**src/rtl/dq_pkg.sv**
```systemverilog
// ----------------------------------------------------------------------------
// dq_pkg
// Shared widths and codes for the bounded double-ended queue.
// ----------------------------------------------------------------------------
package dq_pkg;

  localparam int REQ_W = 3;
  localparam int VAL_W = 32;
  localparam int ST_W  = 2;
  localparam int OCC_W = 6;

  // request codes
  localparam logic [REQ_W-1:0] REQ_PUSH_FRONT = 3'd0;
  localparam logic [REQ_W-1:0] REQ_PUSH_BACK  = 3'd1;
  localparam logic [REQ_W-1:0] REQ_POP_FRONT  = 3'd2;
  localparam logic [REQ_W-1:0] REQ_POP_BACK   = 3'd3;
  localparam logic [REQ_W-1:0] REQ_LIST       = 3'd4;

  // result status codes
  localparam logic [ST_W-1:0] ST_DONE  = 2'd0;
  localparam logic [ST_W-1:0] ST_FULL  = 2'd1;
  localparam logic [ST_W-1:0] ST_EMPTY = 2'd2;

endpackage

```
**src/rtl/double_ended_queue.sv**
```systemverilog
// ----------------------------------------------------------------------------
// double_ended_queue
// Bounded deque of signed 32-bit values kept as a ring in one memory.
// ----------------------------------------------------------------------------
//  channel   handshake            payload
//  request   start & !busy        req_type, push_value
//  result    strobe (one cycle)   item_value, last_of_run, status, occupancy
//
//  Push, rejected push, empty pop and empty list: result in the cycle after
//  accept, busy stays low. Pop: read data passes the memory's read register,
//  then the result register. List: one item per cycle through the read port.
//  Reset clears front index and count; memory contents are not cleared.
//  Results cannot be stalled; busy holds off requests during a read run.
// ----------------------------------------------------------------------------
module double_ended_queue import dq_pkg::*; #(
  parameter int DEPTH = 32
) (
  input  logic                    clk,
  input  logic                    rst,
  input  logic                    start,
  output logic                    busy,
  input  logic [REQ_W-1:0]        req_type,
  input  logic signed [VAL_W-1:0] push_value,
  output logic                    strobe,
  output logic signed [VAL_W-1:0] item_value,
  output logic                    last_of_run,
  output logic [ST_W-1:0]         status,
  output logic [OCC_W-1:0]        occupancy
);

  localparam int AW = (DEPTH > 1) ? $clog2(DEPTH) : 1;

  logic             wr_en;
  logic [AW-1:0]    wr_addr;
  logic [VAL_W-1:0] wr_data;
  logic             rd_en;
  logic [AW-1:0]    rd_addr;
  logic [VAL_W-1:0] rd_data;

  dq_ctrl #(.DEPTH(DEPTH)) u_ctrl (
    .clk         (clk),
    .rst         (rst),
    .start       (start),
    .busy        (busy),
    .req_type    (req_type),
    .push_value  (push_value),
    .mem_wr_en   (wr_en),
    .mem_wr_addr (wr_addr),
    .mem_wr_data (wr_data),
    .mem_rd_en   (rd_en),
    .mem_rd_addr (rd_addr),
    .mem_rd_data (rd_data),
    .strobe      (strobe),
    .item_value  (item_value),
    .last_of_run (last_of_run),
    .status      (status),
    .occupancy   (occupancy)
  );

  dq_ram #(.DEPTH(DEPTH)) u_ram (
    .clk     (clk),
    .wr_en   (wr_en),
    .wr_addr (wr_addr),
    .wr_data (wr_data),
    .rd_en   (rd_en),
    .rd_addr (rd_addr),
    .rd_data (rd_data)
  );

  // a push always answers in the next cycle with a single item
  a_push_result: assert property (@(posedge clk) disable iff (rst)
    (start && !busy && (req_type == REQ_PUSH_FRONT || req_type == REQ_PUSH_BACK))
      |=> (strobe && last_of_run && !busy))
    else $error("push did not produce a single result");

  // an unknown request produces nothing
  a_unknown_silent: assert property (@(posedge clk) disable iff (rst)
    (start && !busy && req_type != REQ_PUSH_FRONT && req_type != REQ_PUSH_BACK &&
     req_type != REQ_POP_FRONT && req_type != REQ_POP_BACK && req_type != REQ_LIST)
      |=> (!strobe && !busy))
    else $error("unknown request produced activity");

  // a run that is not finished keeps the block busy
  a_run_busy: assert property (@(posedge clk) disable iff (rst)
    (strobe && !last_of_run) |-> busy)
    else $error("list run ended without its last item");

  // a rejected push is only reported when the ring is full
  a_full_occ: assert property (@(posedge clk) disable iff (rst)
    (strobe && status == ST_FULL) |-> (occupancy == OCC_W'(DEPTH)))
    else $error("full status with ring not full");

  // the empty status always reports zero items
  a_empty_occ: assert property (@(posedge clk) disable iff (rst)
    (strobe && status == ST_EMPTY) |-> (occupancy == '0 && item_value == '0 && last_of_run))
    else $error("empty status with bad payload");

endmodule

```
**src/rtl/dq_ram.sv**
```systemverilog
// ----------------------------------------------------------------------------
// dq_ram
// Element store: one write port, one read port, registered read data.
// ----------------------------------------------------------------------------
module dq_ram import dq_pkg::*; #(
  parameter int DEPTH = 32,
  localparam int AW = (DEPTH > 1) ? $clog2(DEPTH) : 1
) (
  input  logic             clk,
  input  logic             wr_en,
  input  logic [AW-1:0]    wr_addr,
  input  logic [VAL_W-1:0] wr_data,
  input  logic             rd_en,
  input  logic [AW-1:0]    rd_addr,
  output logic [VAL_W-1:0] rd_data
);

  logic [VAL_W-1:0] mem [DEPTH];

  always_ff @(posedge clk) begin
    if (wr_en) begin
      mem[wr_addr] <= wr_data;
    end
  end

  always_ff @(posedge clk) begin
    if (rd_en) begin
      rd_data <= mem[rd_addr];
    end
  end

endmodule

```
**src/rtl/dq_ctrl.sv**
```systemverilog
// ----------------------------------------------------------------------------
// dq_ctrl
// Ring pointers, request decode, read sequencing and the result register.
// ----------------------------------------------------------------------------
module dq_ctrl import dq_pkg::*; #(
  parameter int DEPTH = 32,
  localparam int AW = (DEPTH > 1) ? $clog2(DEPTH) : 1
) (
  input  logic                    clk,
  input  logic                    rst,
  input  logic                    start,
  output logic                    busy,
  input  logic [REQ_W-1:0]        req_type,
  input  logic signed [VAL_W-1:0] push_value,
  output logic                    mem_wr_en,
  output logic [AW-1:0]           mem_wr_addr,
  output logic [VAL_W-1:0]        mem_wr_data,
  output logic                    mem_rd_en,
  output logic [AW-1:0]           mem_rd_addr,
  input  logic [VAL_W-1:0]        mem_rd_data,
  output logic                    strobe,
  output logic signed [VAL_W-1:0] item_value,
  output logic                    last_of_run,
  output logic [ST_W-1:0]         status,
  output logic [OCC_W-1:0]        occupancy
);

  localparam int CW = $clog2(DEPTH + 1);
  localparam int SW = AW + 1;

  localparam logic S_IDLE = 1'b0;
  localparam logic S_READ = 1'b1;

  logic          state;
  logic [AW-1:0] front;
  logic [CW-1:0] count;
  logic [AW-1:0] lst_addr;
  logic [CW-1:0] lst_left;
  logic          pend_last;

  logic          accept;
  logic          full;
  logic          empty;
  logic [CW-1:0] count_inc;
  logic [CW-1:0] count_dec;
  logic [AW-1:0] front_inc;
  logic [AW-1:0] front_dec;
  logic [SW-1:0] tail_sum;
  logic [SW-1:0] back_sum;
  logic [AW-1:0] tail_pos;
  logic [AW-1:0] back_pos;

  function automatic logic [OCC_W-1:0] occ_of(input logic [CW-1:0] c);
    logic [OCC_W+CW-1:0] wide;
    wide = {{OCC_W{1'b0}}, c};
    return wide[OCC_W-1:0];
  endfunction

  function automatic logic [AW-1:0] pos_inc(input logic [AW-1:0] a);
    return (a == AW'(DEPTH - 1)) ? '0 : a + 1'b1;
  endfunction

  assign busy      = (state == S_READ);
  assign accept    = start && !busy;
  assign full      = (count == CW'(DEPTH));
  assign empty     = (count == '0);
  assign count_inc = count + 1'b1;
  assign count_dec = count - 1'b1;
  assign front_inc = pos_inc(front);
  assign front_dec = (front == '0) ? AW'(DEPTH - 1) : front - 1'b1;

  // slot after the back element, and the back element itself
  always_comb begin
    tail_sum = SW'(front) + SW'(count);
    back_sum = tail_sum - SW'(1);
    if (tail_sum >= SW'(DEPTH)) begin
      tail_pos = AW'(tail_sum - SW'(DEPTH));
    end else begin
      tail_pos = AW'(tail_sum);
    end
    if (back_sum >= SW'(DEPTH)) begin
      back_pos = AW'(back_sum - SW'(DEPTH));
    end else begin
      back_pos = AW'(back_sum);
    end
  end

  always_comb begin
    mem_wr_en   = 1'b0;
    mem_wr_addr = front_dec;
    mem_wr_data = push_value;
    mem_rd_en   = 1'b0;
    mem_rd_addr = front;
    if (accept) begin
      case (req_type)
        REQ_PUSH_FRONT: begin
          mem_wr_en   = !full;
          mem_wr_addr = front_dec;
        end
        REQ_PUSH_BACK: begin
          mem_wr_en   = !full;
          mem_wr_addr = tail_pos;
        end
        REQ_POP_FRONT: begin
          mem_rd_en   = !empty;
          mem_rd_addr = front;
        end
        REQ_POP_BACK: begin
          mem_rd_en   = !empty;
          mem_rd_addr = back_pos;
        end
        REQ_LIST: begin
          mem_rd_en   = !empty;
          mem_rd_addr = front;
        end
        default: begin
        end
      endcase
    end else if (busy && lst_left != '0) begin
      mem_rd_en   = 1'b1;
      mem_rd_addr = lst_addr;
    end
  end

  always_ff @(posedge clk) begin
    if (rst) begin
      state     <= S_IDLE;
      front     <= '0;
      count     <= '0;
      lst_left  <= '0;
      pend_last <= 1'b0;
      strobe    <= 1'b0;
    end else begin
      strobe <= 1'b0;
      unique case (state)
        S_IDLE: begin
          if (start) begin
            case (req_type) inside
              REQ_PUSH_FRONT, REQ_PUSH_BACK: begin
                strobe      <= 1'b1;
                item_value  <= push_value;
                last_of_run <= 1'b1;
                if (full) begin
                  status    <= ST_FULL;
                  occupancy <= occ_of(count);
                end else begin
                  status    <= ST_DONE;
                  occupancy <= occ_of(count_inc);
                  count     <= count_inc;
                  if (req_type == REQ_PUSH_FRONT) begin
                    front <= front_dec;
                  end
                end
              end
              REQ_POP_FRONT, REQ_POP_BACK: begin
                if (empty) begin
                  strobe      <= 1'b1;
                  item_value  <= '0;
                  last_of_run <= 1'b1;
                  status      <= ST_EMPTY;
                  occupancy   <= '0;
                end else begin
                  count     <= count_dec;
                  state     <= S_READ;
                  lst_left  <= '0;
                  pend_last <= 1'b1;
                  if (req_type == REQ_POP_FRONT) begin
                    front <= front_inc;
                  end
                end
              end
              REQ_LIST: begin
                if (empty) begin
                  strobe      <= 1'b1;
                  item_value  <= '0;
                  last_of_run <= 1'b1;
                  status      <= ST_EMPTY;
                  occupancy   <= '0;
                end else begin
                  state     <= S_READ;
                  lst_addr  <= front_inc;
                  lst_left  <= count_dec;
                  pend_last <= (count == CW'(1));
                end
              end
              default: begin
              end
            endcase
          end
        end
        S_READ: begin
          // read data for the previous cycle's address is now valid
          strobe      <= 1'b1;
          item_value  <= $signed(mem_rd_data);
          last_of_run <= pend_last;
          status      <= ST_DONE;
          occupancy   <= occ_of(count);
          if (lst_left != '0) begin
            lst_addr  <= pos_inc(lst_addr);
            lst_left  <= lst_left - 1'b1;
            pend_last <= (lst_left == CW'(1));
          end else begin
            state <= S_IDLE;
          end
        end
        default: begin
          state <= S_IDLE;
        end
      endcase
    end
  end

endmodule
```
**config.mk**
```make
export PLATFORM = sky130hd
export DESIGN_NAME = double_ended_queue
export DESIGN_NICKNAME = d
export VERILOG_FILES = /design/src/rtl/dq_pkg.sv /design/src/rtl/double_ended_queue.sv /design/src/rtl/dq_ram.sv /design/src/rtl/dq_ctrl.sv
export SDC_FILE = /design/constraint.sdc
export NUM_CORES = 1
export LEC_CHECK = 0
export BUFFER_PORTS_ARGS = -buffer_cell sky130_fd_sc_hd__buf_2
export CAP_MARGIN = 20
export CORE_MARGIN = 5
export CORE_UTILIZATION = 45
export CTS_CLUSTER_SIZE = 30
export DETAILED_ROUTE_END_ITERATION = 10
export SLEW_MARGIN = 20
export SYNTH_ARGS = -nofsm -noshare
export SYNTH_HDL_FRONTEND = slang
export SYNTH_SLANG_ARGS = --single-unit
```
**constraint.sdc**
```tcl
create_clock -name clk -period 6.9 [get_ports clk]
set_clock_uncertainty 0.15 [all_clocks]
set_input_delay 0 -clock clk [delete_from_list [all_inputs] [get_ports clk]]
set_output_delay 0 -clock clk [all_outputs]
set_load 0.02 [all_outputs]
```
Word level (Yosys, flattened, before mapping)
Memory sizes are Yosys's and may differ from the RTL's. A register that Yosys moved wholly into a read port is not among the register bits.
Cells that the tools add are included.
{"block": "totals", "out_inout_bits": 43, "input_bits": 38, "ram_bits": 1024, "word_cells": 152, "reg_bits": 66, "n_memories": 1}
{"block": "op_classes", "reduce_logical": 19, "n_mux": 87, "addsub": 10, "n_eq_ne": 20, "magnitude_cmp": 2, "bitwise_logic": 2}
{"memory": "u_ram.mem", "words": 32, "width": 32, "rd": 1, "rd_clocked_by_memory_dff": 1, "write_ports": 1, "line_no": "dq_ram.sv:18", "text": "logic [VAL_W-1:0] mem [DEPTH];"}
{"operator": "32-bit two-way mux", "n": 5}
{"operator": "5-bit two-way mux", "n": 22}
{"operator": "6-bit two-way mux", "n": 15}
{"operator": "32-bit case mux with 2 select lines", "n": 1}
{"operator": "1-bit two-way mux", "n": 31}
{"operator": "6-bit case mux with 2 select lines", "n": 2}
{"operator": "6-bit by 1-bit subtractor with 6-bit output (second input constant)", "n": 3}
{"operator": "5-bit by 1-bit subtractor with 5-bit output (second input constant)", "n": 3}
{"operator": "2-bit inequality test (second input constant)", "n": 7}
{"operator": "7-bit AND reduction", "n": 2}
{"operator": "6-bit by 1-bit equality test with 1-bit output (second input constant)", "n": 2}
{"operator": "6-bit >= comparator (second input constant)", "n": 2}
{"operator": "5-bit by 1-bit adder with 5-bit output (second input constant)", "n": 2}
{"operator": "5-bit equality test (second input constant)", "n": 2}
{"operator": "2-bit two-way mux", "n": 5}
{"operator": "5-bit case mux with 2 select lines", "n": 1}
{"operator": "1-bit case mux with 2 select lines", "n": 4}
{"operator": "5-bit by 6-bit adder with 6-bit output", "n": 1}
{"operator": "6-bit by 1-bit adder with 6-bit output (second input constant)", "n": 1}
{"operator": "3-bit by 2-bit equality test with 1-bit output (second input constant)", "n": 2}
{"operator": "6-bit equality test (second input constant)", "n": 1}
{"operator": "6-bit zero test", "n": 1}
{"operator": "6-bit nonzero test", "n": 1}
{"operator": "5-bit zero test", "n": 1}
{"operator": "16 further kinds", "n": 23}

Longest topological paths before layout
Gate-level depths: netlist of run 1.
{"block": "logic_depth", "word_depth": 8, "depth_mapped": 14, "ltp_nobuf": 11}

Hierarchy
From an unflattened synthesis of run 1, not the netlist that was laid out.
{"block": "hier_totals", "hier_cells": 2730, "hier_area_um2": 45036.9}
{"module": "dq_ram", "area_per_inst_um2": 40812.9, "instances": 1, "cells_per_inst": 2260, "seq_area_each_um2": 31710.4}
{"module": "dq_ctrl", "area_per_inst_um2": 4224.1, "instances": 1, "cells_per_inst": 470, "seq_area_each_um2": 1781.7}

Worst setup path before layout of run 1
No wires, ideal clock.
{"block": "synth_path", "path_kind": "reg-to-reg", "start": "register u_ctrl.state, in the netlist u_ctrl.busy", "end": "register u_ctrl.item_value[0], enable pin", "t_arrival_ns": 4.011, "path_stages_with_launch": 6, "required_ns": 6.258, "synth_period_minus_slack_ns": 4.652, "setup_ns": 0.492, "setup_slack_ns": 2.248, "path_buffers": 2, "path_cell_list": "dfxtp_1 -> buf_4 -> clkbuf_1 -> a21oi_1 -> nor2_1 -> a21boi_0"}
{"block": "synth_between", "elab_chain_len": 3, "elab_cells_between_ends": 4, "classes_between": "eq/ne (2); bitwise (1); reduce/logical (1)"}
{"item": "start: declaration", "line_no": "dq_ctrl.sv:34", "text": "logic state;"}
{"item": "start signal: assignment", "line_no": "dq_ctrl.sv:127", "text": "state <= S_IDLE;"}
{"item": "start signal: assignment", "line_no": "dq_ctrl.sv:164", "text": "state <= S_READ;"}
{"item": "start signal: assignment", "line_no": "dq_ctrl.sv:180", "text": "state <= S_READ;"}
{"item": "1-bit NOT (no source line) *"}
{"item": "4-bit by 3-bit inequality test with 1-bit output (no source line) / 2-bit inequality test (equally long branches)"}
{"item": "3-bit AND reduction (no source line) *"}
{"item": "end signal: assignment", "line_no": "dq_ctrl.sv:141", "text": "item_value <= push_value;"}
{"item": "end signal: assignment", "line_no": "dq_ctrl.sv:194", "text": "item_value <= $signed(mem_rd_data);"}
{"item": "end: declaration", "line_no": "dq_ctrl.sv:22", "text": "output logic signed [VAL_W-1:0] item_value,"}
Every way passes the cells marked *; elsewhere a longest branch is shown, timed or not.
A chain may end at the register's enable or synchronous reset.

Worst setup path after layout of run 1
{"block": "layout_path", "start": "register u_ctrl.front[0]", "end": "register u_ram.rd_data[31] (read register of u_ram.mem) (data pin)"}
{"block": "layout_between", "elab_chain_len": 6, "elab_cells_between_ends": 8, "classes_between": "add/sub (3); order compare (1); mux (4)"}
{"item": "start: declaration", "line_no": "dq_ctrl.sv:35", "text": "logic [AW-1:0] front;"}
{"item": "start signal: assignment", "line_no": "dq_ctrl.sv:151", "text": "front <= front_dec;"}
{"item": "start signal: assignment", "line_no": "dq_ctrl.sv:168", "text": "front <= front_inc;"}
{"item": "5-bit by 6-bit adder with 6-bit output", "line_no": "dq_ctrl.sv:74", "text": "tail_sum = SW'(front) + SW'(count);"}
{"item": "6-bit by 1-bit subtractor with 6-bit output", "line_no": "dq_ctrl.sv:75", "text": "back_sum = tail_sum - SW'(1);"}
{"item": "5-bit by 1-bit subtractor with 5-bit output / 6-bit >= comparator (equally long branches)", "line_no": "dq_ctrl.sv:82, dq_ctrl.sv:81"}
{"item": "5-bit two-way mux", "line_no": "dq_ctrl.sv:81", "text": "if (back_sum >= SW'(DEPTH)) begin"}
{"item": "5-bit two-way mux", "line_no": "dq_ctrl.sv:95", "text": "case (req_type)"}
{"item": "5-bit two-way mux *", "line_no": "dq_ctrl.sv:94", "text": "if (accept) begin"}
{"item": "end: declaration", "line_no": "dq_ram.sv:15", "text": "output logic [VAL_W-1:0] rd_data"}
Marks and branches as above.

==> results of run 1 <==
layout make-up:
cell class | instances | area [um2]
timing repair buffer | 183 | 1430
tap | 1287 | 1610
multi-input combinational | 1848 | 10300
inverter | 13 | 48.8
clock buffer | 123 | 2800
fill | 8101 | 47600
sequential | 1122 | 33500
clock inverter | 79 | 906
logic make-up (layout without fill, tap and decap cells):
logic type,count (synthesis),in the layout,share of synthesized area
XOR/XNOR,20,20,0.00457
buffers and inverters,216,398,0.0206
AND/OR/NAND/NOR,1290,1290,0.122
adder cells (fa/ha/maj),17,17,0.00497
multiplexers,134,134,0.0303
AO/OA/AOI/OAI,387,387,0.0624
flip-flops,1122,1122,0.756
stage by stage:
step / cell area [um2] / std cells / setup WS (ps) / util
after floorplan: 44300 / 3186 / 2250 / -
after global placement: 46400 / 4412 / 2250 / 0.473
after detailed placement: 46400 / 4413 / 2200 / 0.473
after CTS: 50500 / 4654 / 2180 / 0.515
after global routing: 50600 / 4655 / 1970 / 0.515
final: 50600 / 4655 / 2150 / 0.515
power groups by stage:
stage	clock [uW]	combinational [uW]	sequential, uW
CTS	6230	1280	7620
global placement	0	1230	7760
detailed placement	0	1250	7770
floorplan	0	782	7770
finish	6150	1290	7620
global route	6530	1390	7620
registers in the layout (all words and copies together) (netlist names):
| name | count |
|---|---|
| u_ctrl.busy | 1 |
| u_ctrl.count | 6 |
| u_ctrl.front | 5 |
| u_ctrl.item_value | 32 |
| u_ctrl.last_of_run | 1 |
| u_ctrl.lst_addr | 5 |
| u_ctrl.lst_left | 6 |
| u_ctrl.occupancy | 6 |
| u_ctrl.pend_last | 1 |
| u_ctrl.status | 2 |
| u_ctrl.strobe | 1 |
| u_ram.mem | 1024 |
| u_ram.rd_data | 32 |
repair_timing:
action | CTS | global route
endpoints found under the setup margin | 0 | 0
hold buffers | 39 | 0
resized for setup | 0 | 0
endpoints found under the hold margin | 1092 | 0
layout by cell type (no fill, tap or decap), drive strengths merged, types with 5 or more instances in the layout:
cell / count
inv: 16
edfxtp: 1102
dlygate4sd3: 39
and3: 6
nor2: 72
a32oi: 128
a211oi: 8
dfxtp: 20
clkbuf: 123
nand3: 268
mux2i: 132
clkinv: 54
bufinv: 18
nand2: 869
o31ai: 9
xor2: 7
a21oi: 23
nor3: 13
ha: 16
o21ai: 53
a31oi: 134
buf: 144
nor4: 33
xnor2: 11
nand2b: 5
routing by layer:
metal | global-route usage | part of all wire | vias up
li1 | - | - | 12170
met1 | 0.327 | 0.41 | 13986
met2 | 0.367 | 0.47 | 1300
met3 | 0.0438 | 0.091 | 176
met4 | 0.0625 | 0.023 | 0
met5 | 0 | 0 | -
final timing paths:
path                                  startpoint            endpoint  cells past startpoint
worst min register to register  u_ctrl.pend_last    u_ctrl.pend_last                      2
worst min-delay path                         rst  u_ctrl.lst_left[2]                      3
worst max register to register   u_ctrl.front[0]   u_ram.rd_data[31]                     12
worst max-delay path             u_ctrl.front[0]   u_ram.rd_data[31]                     12
critical path, stage by stage, from the launching register on:
cell and delay [ps]:
dfxtp_1 410, ha_1 280, fa_1 550, inv_1 60
ha_1 250, nand4b_1 120, mux2i_1 100, or4_4 580
and4_4 230, or4_2 1060, buf_4 420, a31oi_1 190
nor4_1 70
==> flow_summary_export.csv, run 1 <==
group,metric,value,unit
pwr,switching_share,0.233,
pwr,ir_drop,0.204,mV
clock_network,root_buffer,"clkbuf_16",
clock_network,cts_buffers,109,
place,io_buffer_count,80,
pwr,pwr-share-seq,0.506,
routing,via_count,27632,
finish,diodes,0,
logic_synthesis,seq_area_frac_synth,0.756,
routing,drtIter0Drc,3308,
logic_synthesis,ys_warn_count,0,
flow_run,drv_cap,0,
critical_path,worst-endpoint-required,7170,ps
floorplanning,rows,115,
logic_synthesis,synth.most_common_cell,"edfxtp_1",
timing,fin_crit_sh,0.688,
global_routing,grt_overflow,0,
logic_synthesis,synth_top_area_share,0.746,
finish,drive_above_1_share,0.110,
routing,drtPass1Iterations,8,
global_routing,grt_pass1_wl,178,mm
place,gp_congestion,0.791,
global_routing,groute.usage.overall,0.229,
logic_synthesis,ys_seq_elements,1122,
timing,slew_violations,0,
place,dp_hpwl,64.4,mm
clock_network,cts.clk_slew.worst_paths,60,ps
pwr,p_comb_frac,0.085,
min_path,hold_path_class,"in2reg",
clock_network,cts_setup_buffers,0,
timing,worst_slew_pin_slew,1230,ps
logic_synthesis,synth_area_per_cell,13.9,um2
logic_synthesis,synth_cell_type_count,63,
logic_synthesis,syn_nets,3241,
timing,fin_tns_setup,0,ps
critical_path,reg2reg_slack,2150,ps
floorplanning,die_x,324,um
clock_network,cts_sinks,1122,
pwr,p_total,15100,uW
floorplanning,core,98100,um2
critical_path,cp-start-kind,"flip-flop",
critical_path,critPathMaxFanout,19,
timing,grt_setup_unrepaired,"false",
timing,max_slew_margin,0.170,
status,status,"finished clean",
routing,wirelength,122,mm
pwr,power_density,298,nW/um2
logic_synthesis,synth_commonest_cells,"edfxtp_1, nand2_1, nand3_1, a31oi_1, mux2i_1",
clock_network,cts_tree,"yes",
logic_synthesis,synth-edff-count,1102,
routing,via_per_inst,5.94,
routing,postRouteAntennaNets,0,
timing,hold_viol_final,0,
clock_network,clock_latency,700,ps
global_routing,grt_max_degree,161,
pwr,internal-power,11500,uW
timing,post-route-min-period,4750,ps
logic_synthesis,synthFlopType,"edfxtp_1",
pwr,total_leakage_power,0.0164,uW
critical_path,crit_type,"reg2reg",
logic_synthesis,syn_inst,3186,
pwr,power.switching,3510,uW
routing,drc,0,
clock_network,cts.path.max_buffers,3,
timing,finalSetupViolCount,0,
logic_synthesis,synthArstFlopShare,0,
clock_network,cts_max_level,3,
global_routing,grt_pass1_vias,26548,
floorplanning,dieArea,105000,um2
floorplanning,pin_count,81,
pwr,p_clk_frac,0.408,
finish,area_delta_synth_final,14.0,%
logic_synthesis,syn-cell-area,44300,um2
critical_path,cp.arrival,5020,ps
timing,worst_hold_slack,147,ps
routing,wire_per_inst,26.2,um
logic_synthesis,synth_top_area_cell,"edfxtp_1",
finish,final_nets,3332,
floorplanning,fp.dieH,324,um
global_routing,antenna_found_initial,2,
timing,max_freq,0.211,GHz
logic_synthesis,synthTopCellsByArea,"edfxtp_1, nand2_1, nand3_1",
floorplanning,start_util,0.452,
critical_path,crit_path_end_kind,"flip-flop",
(Power assumes the default switching activity.)
==> inputs of run 2 (changes only) <==
Settings changed: ABC_AREA set to 1.
Clock period 6.9 ns to 4.5 ns, I/O delays scaled along.
==> flow_summary_export.csv, run 2 <==
group,metric,value,unit
critical_path,reg2reg_slack,620,ps
timing,max_slew_margin,0.324,
logic_synthesis,synth_adder_area_share,0.00438,
logic_synthesis,syn_nets,4921,
critical_path,path_buf_inv,3,
timing,finalSetupViolCount,0,
critical_path,cp-start-kind,"flip-flop",
min_path,hold_path_class,"in2reg",
critical_path,crit_type,"reg2reg",
routing,drtPass1Iterations,6,
logic_synthesis,synthArstFlopShare,0,
finish,mostFrequentLayoutCells,"nand3_1, edfxtp_1, nand2_1",
routing,wirelength,152,mm
logic_synthesis,synth_cell_type_count,38,
pwr,ir_drop,0.343,mV
global_routing,grt_pass1_vias,33375,
finish,regArea,33500,um2
critical_path,cp.arrival,4200,ps
floorplanning,rows,122,
logic_synthesis,synth_compound_area_frac,0.0106,
timing,max_freq,0.258,GHz
timing,fin_crit_sh,0.861,
finish,multi_input_area,12000,um2
global_routing,antenna_found_initial,9,
routing,wire_per_inst,23.2,um
global_routing,grt_pass1_wl,222,mm
place,place_inst,6286,
floorplanning,die_x,344,um
finish,final_nets,5011,
global_routing,groute.usage.overall,0.254,
routing,postRouteAntennaNets,0,
min_path,min_to,"u_ctrl.front[0]",
clock_network,cts_max_level,3,
critical_path,cp_slowest_cell,"fa_1",
finish,post-route-util,0.515,
pwr,p_total,24300,uW
global_routing,grt_overflow,0,
critical_path,max_stage_delay,550,ps
clock_network,cts_buffers,115,
finish,top_register,"u_ram.mem",
logic_synthesis,synth_commonest_cells,"nand3_1, edfxtp_1, nand2_1, inv_1, buf_2",
clock_network,clock_latency,720,ps
floorplanning,start_util,0.454,
clock_network,root_buffer,"clkbuf_16",
clock_network,cts_sinks,1122,
pwr,power_density,427,nW/um2
critical_path,reg2reg_to,"u_ram.rd_data[31]",
timing,worst_slew_pin_slew,1010,ps
routing,drc,0,
logic_synthesis,ys_warn_count,0,
pwr,total_leakage_power,0.0237,uW
logic_synthesis,synth-edff-count,1102,
floorplanning,pin_count,81,
finish,largest_reg_flops,1024,
routing,via_per_inst,5.41,
floorplanning,core,111000,um2
global_routing,grt_max_degree,151,
timing,hold_viol_final,0,
routing,drtIter0Drc,4094,
logic_synthesis,synth_area_per_cell,10.3,um2
status,status,"finished clean",
critical_path,critPathMaxFanout,40,
critical_path,crit_path_end_kind,"flip-flop",
place,dp_hpwl,82.2,mm
critical_path,r2r_start,"u_ctrl.count[0]",
logic_synthesis,synth_top_area_cell,"edfxtp_1",
logic_synthesis,seq_area_frac_synth,0.666,
clock_network,cts_tree,"yes",
logic_synthesis,synth_top_area_share,0.658,
min_path,min-delay-start,"req_type[0]",
timing,post-route-min-period,3880,ps
finish,fillers,9783,
min_path,min_path_cells,4,
clock_network,cts_setup_buffers,0,
finish,final_common_cell,"nand3_1",
logic_synthesis,synthFlopType,"edfxtp_1",
logic_synthesis,synthTopCellsByArea,"edfxtp_1, nand3_1, nand2_1",
finish,drive_above_1_share,0.0849,
critical_path,worst-endpoint-required,4830,ps
floorplanning,fp.dieH,344,um
logic_synthesis,syn-cell-area,50300,um2
clock_network,cts.path.max_buffers,3,
finish,stdcell_count,6546,
routing,via_count,35390,
critical_path,path_cells,"ha_1 -> fa_1 -> inv_1 -> ha_1 -> inv_1 -> nor2_1 -> o21ai_0 -> nand2_4 -> buf_4 -> nand3_1 -> nand3_1 -> nand3_1 -> nand2_1 -> nand2_1 -> nand2_1",
timing,grt_setup_unrepaired,"false",
place,io_buffer_count,80,
timing,worst_hold_slack,139,ps
timing,slew_violations,0,
finish,top_regs,"u_ram.mem (1024), u_ctrl.item_value (32), u_ram.rd_data (32)",
floorplanning,dieArea,118000,um2
critical_path,cp_top_family,"adder cells",
logic_synthesis,synth.most_common_cell,"nand3_1",
flow_run,drv_cap,0,
clock_network,cts.clk_slew.worst_paths,70,ps
timing,fin_tns_setup,0,ps
critical_path,reg2reg_depth,15,
logic_synthesis,synth-simple-area-share,0.214,
logic_synthesis,ys_seq_elements,1122,
logic_synthesis,synth_top_family_by_area,"simple AND/OR/NAND/NOR gates",
finish,area_delta_synth_final,13.4,%
logic_synthesis,synth.mux.area_fraction,0,
logic_synthesis,syn_inst,4866,
place,gp_congestion,0.865,
logic_synthesis,synthXorXnorAreaFrac,0.00279,
==> run 2: cell count changes after synthesis, moves of 33 or more <==
cell,previous run,this run
nand3_1,268,1179
nor4_1,33,0
buf_2,42,171
clkbuf_1,123,54
mux2i_1,132,0
a31oi_1,134,6
nand3b_1,0,97
a32oi_1,128,0
nand2_1,869,1000
inv_1,11,972
==> run 2: worst reg2reg max path, stage by stage, from the launching register on <==
cell,delay [ps]
dfxtp_1,380
ha_1,270
fa_1,550
inv_1,70
ha_1,290
inv_1,70
nor2_1,40
o21ai_0,300
nand2_4,460
buf_4,460
nand3_1,160
nand3_1,70
nand3_1,100
nand2_1,70
nand2_1,130
nand2_1,70
==> run 2: logic make-up after synthesis <==
kind of cell / after synthesis
and+or+nand+nor: 2362
buffers and inverters: 1252
DFF: 1122
AOI/OAI and AO/OA: 97
adders and majority gates: 17
xor gates and xnor gates: 16
==> run 2: how the worst max path moves through the flow <==
| stage | start | endpoint | slack [ps] | depth (start not counted) |
|---|---|---|---|---|
| after floorplan | u_ctrl.front[0] | u_ram.mem[20][0] | 690 | 11 |
| after detailed placement | u_ctrl.front[0] | u_ram.rd_data[31] | 690 | 15 |
| after global placement | u_ctrl.count[0] | u_ram.rd_data[31] | 730 | 15 |
| final | u_ctrl.count[0] | u_ram.rd_data[31] | 620 | 15 |
| after CTS | u_ctrl.front[0] | u_ram.rd_data[28] | 670 | 15 |
| after global routing | u_ctrl.front[0] | u_ram.rd_data[24] | 400 | 15 |
==> run 2: metal layers <==
metal / share of wire / vias to the layer above / GRT usage / routed length, um
met5: 0.00011 / - / 0 / 16
met1: 0.40 / 17101 / 0.343 / 60700
met3: 0.10 / 314 / 0.0568 / 15200
li1: - / 16228 / - / -
met2: 0.46 / 1745 / 0.406 / 70300
met4: 0.036 / 2 / 0.0929 / 5540
==> run 2: per-stage QoR <==
step | worst slack, ps | area [um2]
after global routing | 405 | 57000
after global placement | 730 | 52900
after CTS | 669 | 57000
final | 624 | 57000
after detailed placement | 689 | 52900
after floorplan | 693 | 50300
==> run 2: final cells by class <==
class,count,area share
Multi-Input combinational cell,2492,0.211
Inverter,978,0.0645
Antenna cell,6,0.000263
Clock inverter,62,0.0105
Tap cell,1488,0.0327
Clock buffer,151,0.0546
Sequential cell,1122,0.587
Timing Repair Buffer,247,0.0391
==> run 2: what timing repair did <==
item | 4_1_cts | 5_1_grt
setup endpoints to repair | 0 | 0
endpoints found under the hold margin | 1082 | 0
resized for setup | 0 | 0
hold buffers | 41 | 0
==> run 2: power by group <==
group | leakage [uW] | internal (uW) | switching, uW
registers | 0.0101 | 11600 | 58.8
logic | 0.0117 | 855 | 2310
clock network | 0.00181 | 5380 | 4100
total | 0.0237 | 17900 | 6470
